## src/cfr_pkg.sv

```systemverilog
package cfr_pkg;

  localparam int unsigned DataW = 8;
  localparam int unsigned CfgIdxW = 2;
  localparam int unsigned FrameLen = 6;
  localparam int unsigned PosW = 3;
  localparam int unsigned TxIdxW = 3;
  localparam int unsigned QueueDepth = 2;
  localparam int unsigned QueuePtrW = (QueueDepth > 1) ? $clog2(QueueDepth) : 1;
  localparam int unsigned QueueCntW = $clog2(QueueDepth + 1);

  localparam logic [CfgIdxW-1:0] REG_START_BYTE = 2'd0;
  localparam logic [CfgIdxW-1:0] REG_END_BYTE = 2'd1;
  localparam logic [CfgIdxW-1:0] REG_STATION_ID = 2'd2;

  localparam logic [DataW-1:0] RESET_START_BYTE = 8'd2;
  localparam logic [DataW-1:0] RESET_END_BYTE = 8'd3;
  localparam logic [DataW-1:0] RESET_STATION_ID = 8'd1;

  localparam logic [DataW-1:0] CHAR_A = 8'h41;
  localparam logic [DataW-1:0] CHAR_C = 8'h43;
  localparam logic [DataW-1:0] CHAR_K = 8'h4B;
  localparam logic [DataW-1:0] CHAR_N = 8'h4E;

  // Checksum of a response body without the start byte, modulo 256.
  localparam logic [DataW-1:0] ACK_BODY_SUM = CHAR_A + CHAR_C + CHAR_K;
  localparam logic [DataW-1:0] NACK_BODY_SUM = CHAR_N + CHAR_A + CHAR_C + CHAR_K;

  // Position of the checksum byte within a collected frame.
  localparam logic [PosW-1:0] POS_CHECKSUM = PosW'(FrameLen - 1);

  localparam logic [TxIdxW-1:0] ACK_LAST_IDX = 3'd5;
  localparam logic [TxIdxW-1:0] NACK_LAST_IDX = 3'd6;

  localparam logic RT_RESPONSE = 1'b0;
  localparam logic RT_UPDATE = 1'b1;

  typedef enum logic [1:0] {
    KIND_ACK,
    KIND_NACK,
    KIND_UPDATE
  } cfr_kind_e;

  typedef struct packed {
    cfr_kind_e        kind;
    logic [DataW-1:0] interval;
    logic [DataW-1:0] count;
    logic [DataW-1:0] mask;
  } cfr_cmd_t;

  typedef struct packed {
    logic     valid;
    cfr_cmd_t cmd;
  } cfr_push_t;

endpackage

```

## src/config_frame_receiver.sv

```systemverilog
// Configuration frame receiver.
// Input channel: in_valid_i / in_stall_o carry one received byte per item on
// rx_byte_i. Output channel: out_valid_o / out_stall_i carry result items:
// response bytes (result_type_o = 0, last_o on the end byte) or one
// configuration update (result_type_o = 1) with interval, count and mask.
// Registers start_byte, end_byte and station_id are written through
// cfg_we_i, cfg_index_i and cfg_wdata_i; index 3 is ignored.
// A byte is taken every cycle while in_stall_o is low. The checksum byte or
// a matching apply byte pushes one command into a two-entry queue; the back
// end expands it into 7 (NACK), 6 (ACK) or 1 (update) items, one per cycle
// while out_stall_i is low. A command passes the front's push register and
// the queue before the output register takes its first result.
// in_stall_o is high while a command waits in the queue: after a checksum
// byte one more byte can still enter, then the input pauses until the queue
// is empty again, which out_stall_i can delay. The output register keeps a
// finished item while out_stall_i is high and loads the next one as soon as
// it is taken.
// Reset puts the receiver back to hunting for a start byte, empties the queue
// and the output register, and restores the register reset values.
module config_frame_receiver (
  input  logic                        clk_i,
  input  logic                        rst_ni,
  input  logic                        in_valid_i,
  output logic                        in_stall_o,
  input  logic [cfr_pkg::DataW-1:0]   rx_byte_i,
  output logic                        out_valid_o,
  input  logic                        out_stall_i,
  output logic                        result_type_o,
  output logic [cfr_pkg::DataW-1:0]   tx_byte_o,
  output logic                        last_o,
  output logic [cfr_pkg::DataW-1:0]   sample_interval_o,
  output logic [cfr_pkg::DataW-1:0]   sample_count_o,
  output logic [cfr_pkg::DataW-1:0]   enable_mask_o,
  input  logic                        cfg_we_i,
  input  logic [cfr_pkg::CfgIdxW-1:0] cfg_index_i,
  input  logic [cfr_pkg::DataW-1:0]   cfg_wdata_i
);

  logic [cfr_pkg::DataW-1:0] start_byte_q, end_byte_q, station_id_q;
  logic                      accept;
  logic                      almost_full;
  logic                      empty;
  logic                      pop;
  cfr_pkg::cfr_push_t        push;
  cfr_pkg::cfr_cmd_t         head;

  always_ff @(posedge clk_i or negedge rst_ni) begin
    if (!rst_ni) begin
      start_byte_q <= cfr_pkg::RESET_START_BYTE;
      end_byte_q <= cfr_pkg::RESET_END_BYTE;
      station_id_q <= cfr_pkg::RESET_STATION_ID;
    end else if (cfg_we_i) begin
      unique case (cfg_index_i)
        cfr_pkg::REG_START_BYTE: start_byte_q <= cfg_wdata_i;
        cfr_pkg::REG_END_BYTE:   end_byte_q <= cfg_wdata_i;
        cfr_pkg::REG_STATION_ID: station_id_q <= cfg_wdata_i;
        default: ;
      endcase
    end
  end

  assign in_stall_o = almost_full;
  assign accept = in_valid_i && !in_stall_o;

  cfr_front u_front (
    .clk_i        (clk_i),
    .rst_ni       (rst_ni),
    .accept_i     (accept),
    .rx_byte_i    (rx_byte_i),
    .start_byte_i (start_byte_q),
    .station_id_i (station_id_q),
    .push_o       (push)
  );

  cfr_queue u_queue (
    .clk_i         (clk_i),
    .rst_ni        (rst_ni),
    .push_i        (push),
    .pop_i         (pop),
    .empty_o       (empty),
    .almost_full_o (almost_full),
    .head_o        (head)
  );

  cfr_back u_back (
    .clk_i             (clk_i),
    .rst_ni            (rst_ni),
    .empty_i           (empty),
    .head_i            (head),
    .pop_o             (pop),
    .start_byte_i      (start_byte_q),
    .end_byte_i        (end_byte_q),
    .out_stall_i       (out_stall_i),
    .out_valid_o       (out_valid_o),
    .result_type_o     (result_type_o),
    .tx_byte_o         (tx_byte_o),
    .last_o            (last_o),
    .sample_interval_o (sample_interval_o),
    .sample_count_o    (sample_count_o),
    .enable_mask_o     (enable_mask_o)
  );

endmodule

```

## src/cfr_front.sv

```systemverilog
module cfr_front (
  input  logic                      clk_i,
  input  logic                      rst_ni,
  input  logic                      accept_i,
  input  logic [cfr_pkg::DataW-1:0] rx_byte_i,
  input  logic [cfr_pkg::DataW-1:0] start_byte_i,
  input  logic [cfr_pkg::DataW-1:0] station_id_i,
  output cfr_pkg::cfr_push_t        push_o
);

  typedef enum logic [1:0] {
    PH_HUNT,
    PH_COLLECT,
    PH_APPLY
  } phase_e;

  phase_e                         phase_q, phase_d;
  logic [cfr_pkg::PosW-1:0]       pos_q, pos_d;
  logic [cfr_pkg::DataW-1:0]      sum_q, sum_d;
  logic [cfr_pkg::DataW-1:0]      station_q, interval_q, smp_count_q, mask_q;
  cfr_pkg::cfr_push_t             push_d;

  always_comb begin
    phase_d = phase_q;
    pos_d = pos_q;
    sum_d = sum_q;
    push_d = '0;
    push_d.cmd.interval = interval_q;
    push_d.cmd.count = smp_count_q;
    push_d.cmd.mask = mask_q;
    push_d.cmd.kind = cfr_pkg::KIND_ACK;
    if (accept_i) begin
      unique case (phase_q)
        PH_COLLECT: begin
          if (pos_q == cfr_pkg::POS_CHECKSUM) begin
            push_d.valid = 1'b1;
            pos_d = '0;
            if (sum_q == rx_byte_i) begin
              push_d.cmd.kind = cfr_pkg::KIND_ACK;
              phase_d = PH_APPLY;
            end else begin
              push_d.cmd.kind = cfr_pkg::KIND_NACK;
              phase_d = PH_HUNT;
            end
          end else begin
            sum_d = sum_q + rx_byte_i;
            pos_d = pos_q + 3'd1;
          end
        end
        PH_APPLY: begin
          // The apply byte's value is ignored, even if it equals the start byte.
          phase_d = PH_HUNT;
          pos_d = '0;
          if (station_q == station_id_i) begin
            push_d.valid = 1'b1;
            push_d.cmd.kind = cfr_pkg::KIND_UPDATE;
          end
        end
        default: begin
          if (rx_byte_i == start_byte_i) begin
            phase_d = PH_COLLECT;
            pos_d = '0;
            sum_d = '0;
          end
        end
      endcase
    end
  end

  always_ff @(posedge clk_i or negedge rst_ni) begin
    if (!rst_ni) begin
      phase_q <= PH_HUNT;
      pos_q <= '0;
      sum_q <= '0;
      push_o <= '0;
    end else begin
      phase_q <= phase_d;
      pos_q <= pos_d;
      sum_q <= sum_d;
      push_o <= push_d;
    end
  end

  always_ff @(posedge clk_i) begin
    if (accept_i && phase_q == PH_COLLECT) begin
      unique case (pos_q)
        3'd0:    station_q <= rx_byte_i;
        3'd2:    interval_q <= rx_byte_i;
        3'd3:    smp_count_q <= rx_byte_i;
        3'd4:    mask_q <= rx_byte_i;
        default: ;
      endcase
    end
  end

  a_pos_in_frame: assert property (@(posedge clk_i) disable iff (!rst_ni)
    pos_q <= cfr_pkg::POS_CHECKSUM)
    else $error("frame position beyond checksum byte");

  a_push_needs_accept: assert property (@(posedge clk_i) disable iff (!rst_ni)
    push_o.valid |-> $past(accept_i))
    else $error("command pushed without an accepted byte");

endmodule

```

## src/cfr_queue.sv

```systemverilog
module cfr_queue (
  input  logic               clk_i,
  input  logic               rst_ni,
  input  cfr_pkg::cfr_push_t push_i,
  input  logic               pop_i,
  output logic               empty_o,
  output logic               almost_full_o,
  output cfr_pkg::cfr_cmd_t  head_o
);

  cfr_pkg::cfr_cmd_t                   entries_q [cfr_pkg::QueueDepth];
  logic [cfr_pkg::QueuePtrW-1:0]       wr_ptr_q, rd_ptr_q;
  logic [cfr_pkg::QueueCntW-1:0]       count_q;
  logic                                do_pop;

  localparam logic [cfr_pkg::QueuePtrW-1:0] PtrLast = cfr_pkg::QueuePtrW'(cfr_pkg::QueueDepth - 1);
  localparam logic [cfr_pkg::QueueCntW-1:0] CntFull = cfr_pkg::QueueCntW'(cfr_pkg::QueueDepth);

  assign empty_o = (count_q == '0);
  // A push may already be in flight from the front, so the byte side stops
  // one entry early.
  assign almost_full_o = (count_q >= CntFull - cfr_pkg::QueueCntW'(1));
  assign head_o = entries_q[rd_ptr_q];
  assign do_pop = pop_i && !empty_o;

  always_ff @(posedge clk_i or negedge rst_ni) begin
    if (!rst_ni) begin
      wr_ptr_q <= '0;
      rd_ptr_q <= '0;
      count_q <= '0;
    end else begin
      if (push_i.valid) begin
        wr_ptr_q <= (wr_ptr_q == PtrLast) ? '0 : wr_ptr_q + 1'b1;
      end
      if (do_pop) begin
        rd_ptr_q <= (rd_ptr_q == PtrLast) ? '0 : rd_ptr_q + 1'b1;
      end
      unique case ({push_i.valid, do_pop})
        2'b10:   count_q <= count_q + cfr_pkg::QueueCntW'(1);
        2'b01:   count_q <= count_q - cfr_pkg::QueueCntW'(1);
        default: count_q <= count_q;
      endcase
    end
  end

  always_ff @(posedge clk_i) begin
    if (push_i.valid) begin
      entries_q[wr_ptr_q] <= push_i.cmd;
    end
  end

  a_no_overflow: assert property (@(posedge clk_i) disable iff (!rst_ni)
    push_i.valid |-> (count_q != CntFull) || do_pop)
    else $error("push into full command queue");

  a_count_bound: assert property (@(posedge clk_i) disable iff (!rst_ni)
    count_q <= CntFull)
    else $error("command queue count out of range");

endmodule

```

## src/cfr_back.sv

```systemverilog
module cfr_back (
  input  logic                      clk_i,
  input  logic                      rst_ni,
  input  logic                      empty_i,
  input  cfr_pkg::cfr_cmd_t         head_i,
  output logic                      pop_o,
  input  logic [cfr_pkg::DataW-1:0] start_byte_i,
  input  logic [cfr_pkg::DataW-1:0] end_byte_i,
  input  logic                      out_stall_i,
  output logic                      out_valid_o,
  output logic                      result_type_o,
  output logic [cfr_pkg::DataW-1:0] tx_byte_o,
  output logic                      last_o,
  output logic [cfr_pkg::DataW-1:0] sample_interval_o,
  output logic [cfr_pkg::DataW-1:0] sample_count_o,
  output logic [cfr_pkg::DataW-1:0] enable_mask_o
);

  logic [cfr_pkg::TxIdxW-1:0] idx_q;
  logic                       valid_q;
  logic                       load;
  logic                       is_last;
  logic [cfr_pkg::DataW-1:0]  byte_d;

  assign load = !empty_i && (!valid_q || !out_stall_i);

  always_comb begin
    byte_d = '0;
    is_last = 1'b0;
    unique case (head_i.kind)
      cfr_pkg::KIND_ACK: begin
        is_last = (idx_q == cfr_pkg::ACK_LAST_IDX);
        unique case (idx_q)
          3'd0:    byte_d = start_byte_i;
          3'd1:    byte_d = cfr_pkg::CHAR_A;
          3'd2:    byte_d = cfr_pkg::CHAR_C;
          3'd3:    byte_d = cfr_pkg::CHAR_K;
          3'd4:    byte_d = start_byte_i + cfr_pkg::ACK_BODY_SUM;
          default: byte_d = end_byte_i;
        endcase
      end
      cfr_pkg::KIND_NACK: begin
        is_last = (idx_q == cfr_pkg::NACK_LAST_IDX);
        unique case (idx_q)
          3'd0:    byte_d = start_byte_i;
          3'd1:    byte_d = cfr_pkg::CHAR_N;
          3'd2:    byte_d = cfr_pkg::CHAR_A;
          3'd3:    byte_d = cfr_pkg::CHAR_C;
          3'd4:    byte_d = cfr_pkg::CHAR_K;
          3'd5:    byte_d = start_byte_i + cfr_pkg::NACK_BODY_SUM;
          default: byte_d = end_byte_i;
        endcase
      end
      default: begin
        is_last = 1'b1;
      end
    endcase
  end

  assign pop_o = load && is_last;

  always_ff @(posedge clk_i or negedge rst_ni) begin
    if (!rst_ni) begin
      idx_q <= '0;
      valid_q <= 1'b0;
    end else begin
      if (load) begin
        valid_q <= 1'b1;
        idx_q <= is_last ? '0 : idx_q + 3'd1;
      end else if (!out_stall_i) begin
        valid_q <= 1'b0;
      end
    end
  end

  always_ff @(posedge clk_i) begin
    if (load) begin
      tx_byte_o <= byte_d;
      last_o <= is_last;
      if (head_i.kind == cfr_pkg::KIND_UPDATE) begin
        result_type_o <= cfr_pkg::RT_UPDATE;
        sample_interval_o <= head_i.interval;
        sample_count_o <= head_i.count;
        enable_mask_o <= head_i.mask;
      end else begin
        result_type_o <= cfr_pkg::RT_RESPONSE;
        sample_interval_o <= '0;
        sample_count_o <= '0;
        enable_mask_o <= '0;
      end
    end
  end

  assign out_valid_o = valid_q;

  a_idx_bound: assert property (@(posedge clk_i) disable iff (!rst_ni)
    idx_q <= cfr_pkg::NACK_LAST_IDX)
    else $error("response byte index out of range");

  a_idx_reset_on_pop: assert property (@(posedge clk_i) disable iff (!rst_ni)
    pop_o |=> idx_q == '0)
    else $error("byte index not cleared after last byte");

endmodule

```

## config.mk

```make
export PLATFORM = sky130hd
export DESIGN_NAME = config_frame_receiver
export DESIGN_NICKNAME = d
export VERILOG_FILES = /design/src/cfr_pkg.sv /design/src/config_frame_receiver.sv /design/src/cfr_front.sv /design/src/cfr_queue.sv /design/src/cfr_back.sv
export SDC_FILE = /design/constraint.sdc
export NUM_CORES = 1
export LEC_CHECK = 0
export ABC_AREA = 1
export BUFFER_PORTS_ARGS = -buffer_cell sky130_fd_sc_hd__clkbuf_2
export CAP_MARGIN = 20
export CORE_UTILIZATION = 55
export CTS_BUF_LIST = sky130_fd_sc_hd__clkbuf_4
export DETAILED_ROUTE_END_ITERATION = 8
export GPL_TIMING_DRIVEN = 0
export MAX_ROUTING_LAYER = met4
export PLACE_DENSITY = 0.74
export REMOVE_ABC_BUFFERS = 1
export SYNTH_ARGS = -nofsm -noshare
export SYNTH_HDL_FRONTEND = slang
export SYNTH_SLANG_ARGS = --single-unit
```

## constraint.sdc

```tcl
create_clock -name clk_i -period 4.1 [get_ports clk_i]
set_input_delay 0.41 -clock clk_i [delete_from_list [all_inputs] [get_ports clk_i]]
set_output_delay 0.41 -clock clk_i [all_outputs]
set_load 0.1 [all_outputs]
```

==> summary.md <==
| Metric | Value |
|---|---|
| Setup violators final | `0` |
| Vias in the first global route | `5,239` |
| Antenna viol nets, final | `0` |
| Avg WL per Cell | `15.5 microns` |
| Fillers | `roughly 1,100` |
| Final wirelength | `15,600 microns` |
| Outcome | `completed` |
| Worst hold path class | `input port to flip-flop` |
| Crit Path Max Fanout | `29` |
| GRT Total Usage | `23.4%` |
| M3 GR Usage | `4.37%` |
| Initial core utilization | `57.0%` |
| Clock sinks | `190` |
| Die Ht | `122 microns` |
| PostCTS Resize Cnt | `0` |
| Fin. Hold Viols | `0` |
| Max_slew headroom | `29.1%` |
| Detailed-placement wirelength estimate | `10,900 microns` |
| Clock Pin Slew Worst Setup and Hold Paths | `0.15 ns` |
| Clk buf depth | `2` |
| Pwr Total | `6320 uW` |
| Final max-slew violation count | `0` |
| CTS tree | `done` |
| Period utilization | `73.5%` |
| Pin count of the biggest net entering global routing | `65` |
| Synthesized area per cell | `about 11 sq um` |
| RSZ-0062 raised after global routing | `no` |
| Setup Slack @ Placement | `roughly 1.1 ns` |
| Post-synthesis async set-or-reset flop share | `37.9%` |
| Slew @ Worst Pin | `1.06 ns` |
| Leakage Power | `between 0.003 and 0.004 uW` |
| Number of synthesized flops with an enable pin | `118` |
| Die Wd | `122 microns` |
| Critical Path End Type | `flip-flop` |
| Final worst slack | `1.09 ns` |
| Final net count | `about 860` |
| Initial antenna violation count | `1` |
| Count of input and output buffers | `58` |
| FP Rows | `43` |
| Synth cell types | `31` |
| Core box area | `0.0140 sq mm` |
| GP Congestion | `about 0.86` |
| Sequential cell area fraction in the yosys report | `67.1%` |
| Num CTS Buffers | `17` |
| Commonest non-fill, non-tap cell in the layout | `nand2_1` |
| WP data required | `4.58 ns` |
| #FFs+latches synth | `190` |
| Max_cap viols | `0` |
| Worst Setup Path Type | `flip-flop to flip-flop` |
| # IOs | `just under 60` |
| Cell area after synthesis | `0.00798 sq mm` |
| First-pass GRT wire length | `25,300 microns` |
| Drt via density | `5.30` |
| CP most frequent cell | `nand2_1` |
| Top Usage Layer GRT | `met2` |
| Crit path DAT | `3.49 ns` |
| Routed via count | `5,337` |
| Clk_skew | `0.0162 ns` |
| Largest regs | `u_queue.entries_q x52, u_front.push_o x27` |
| Max reg flops | `52` |
| Worst Setup Start Kind | `flip-flop` |
| Area grow syn2layout | `11.4%` |
| Post-layout min period | `3.01 ns` |
| Clock root buffer | `clkbuf_4` |
| Post-synthesis cell count | `745` |
| GR Util met1 | `29.7%` |
| DRC viols | `0` |
| Drt initial violations | `451` |
| GR Layer Usage met2 | `37.3%` |
| Peak VDD IR | `~0.26 mV` |
| CP max-delay cell | `dfrtp_1` |
| YS warnings | `0` |
| Worst path cell trace | `inv_2 -> nand2_1 -> nand2_1 -> nor2_2 -> nand2_1 -> o21ai_2 -> nor2_2 -> ha_1 -> o21ai_0` |
| Total gr overflow | `0` |
| H-Tree Level Count | `4` |
| Setup Fix Bufs, Post-CTS | `0` |
| Post-CTS Hold Fix Bufs | `1` |
| Most frequent cells in the layout | `nand2_1, edfxtp_1, inv_1, dfrtp_1, clkbuf_2` |
| Layout cell share with drive strength beyond 1 | `15.6%` |
| 1st-pass router iterations | `5` |
| Synth Flop Type | `edfxtp_1` |
| Die area | `0.0150 sq mm` |
| Largest Register | `u_queue.entries_q` |
| Pwr Density | `712 mW/mm^2` |
| Clock Latency Late Sink | `0.56 ns` |
| F_max | `0.332 GHz` |
| CP max stage delay | `between 1 and 1.5 ns` |
==> per-layer routing <==
metal  part of all wire (%)  vias up
met2                     49      135
li1                       -     2627
met4                    2.1        0
met5                      0        -
met1                     45     2546
met3                    3.7       29
==> path summary, 6_finish.rpt <==
| check | startpoint | to | slack (ns) | cells after the start |
|---|---|---|---|---|
| worst min-delay path | cfg_wdata_i[1] | end_byte_q[1] | 0.10 | 3 |
| min in group asynchronous | rst_ni | end_byte_q[3] | 0.23 | 2 |
| worst max-delay path | u_queue.rd_ptr_q | u_queue.count_q[1] | 1.09 | 9 |
| worst max register to register | u_queue.rd_ptr_q | u_queue.count_q[1] | 1.09 | 9 |
| worst min register to register | u_front.mask_q[7] | u_front.push_o[7] | 0.35 | 0 |
| max in group asynchronous | rst_ni | station_id_q[0] | 3.30 | 3 |
==> cell type report <==
class / instances / area [sq um] / area share, %
flip-flops and latches: 190 / 5350 / 60.2
multi-input cells: 454 / 2250 / 25.3
repair buffers: 65 / 398 / 4.48
inverters: 85 / 319 / 3.59
well taps: 180 / 225 / 2.53
clock inverters: 15 / 211 / 2.38
clock buffers: 17 / 128 / 1.44
diodes: 1 / 2.50 / 0.0282
==> cells in the mapped netlist (6+ instances only) <==
| library cell | instances | area [sq um] |
|---|---|---|
| nand3_1 | 35 | 175 |
| clkbuf_1 | 10 | 37.5 |
| xnor2_1 | 6 | 52.6 |
| o21ai_1 | 15 | 75.1 |
| dfrtp_1 | 68 | 1700 |
| nor2_1 | 34 | 128 |
| edfxtp_1 | 118 | 3540 |
| nand2_1 | 213 | 800 |
| o21ai_0 | 40 | 200 |
| inv_1 | 68 | 255 |
| a21oi_1 | 49 | 245 |
| ha_1 | 20 | 250 |
| inv_2 | 17 | 63.8 |
==> power by group <==
part	internal [uW]	leakage [uW]	switching (uW)
clock	498	0.000179	649
combinational	557	0.00174	2040
sequential	2360	0.00197	214
==> logic make-up (layout without fill, tap and decap cells) <==
group                    after synthesis  in the layout  share of synthesized area (%)
AO/OA/AOI/OAI                        115            115                           7.58
buffers and inverters                101            182                           4.96
adder cells (fa/ha/maj)               21             21                           3.39
XOR/XNOR                              11             11                           1.21
flip-flops                           190            190                           67.1
other                                  0              1                              0
AND/OR/NAND/NOR                      307            307                           15.8
==> stage by stage <==
step | instance area (sq um) | hold slack, ns | setup TNS, ns | util, % | instances
floorplan | 7900 | 0.114 | 0 | - | 729
global placement | 8420 | 0.333 | -0.280 | 60.2 | 967
detailed placement | 8530 | 0.279 | 0 | 61.0 | 972
CTS | 8880 | 0.0647 | 0 | 63.5 | 1005
global route | 8880 | 0.0591 | 0 | 63.5 | 1007
finish | 8880 | 0.104 | 0 | 63.5 | 1007
==> worst max-delay path, delay by kind of cell (launching register included) <==
kind                       cells  cell delay (ns)
adders and majority gates      1             0.33
buffers and inverters          1             0.45
and+or+nand+nor                5             0.75
DFF                            1             1.06
AOI/OAI and AO/OA              2             0.32
Power figures use the tool's default switching activity.
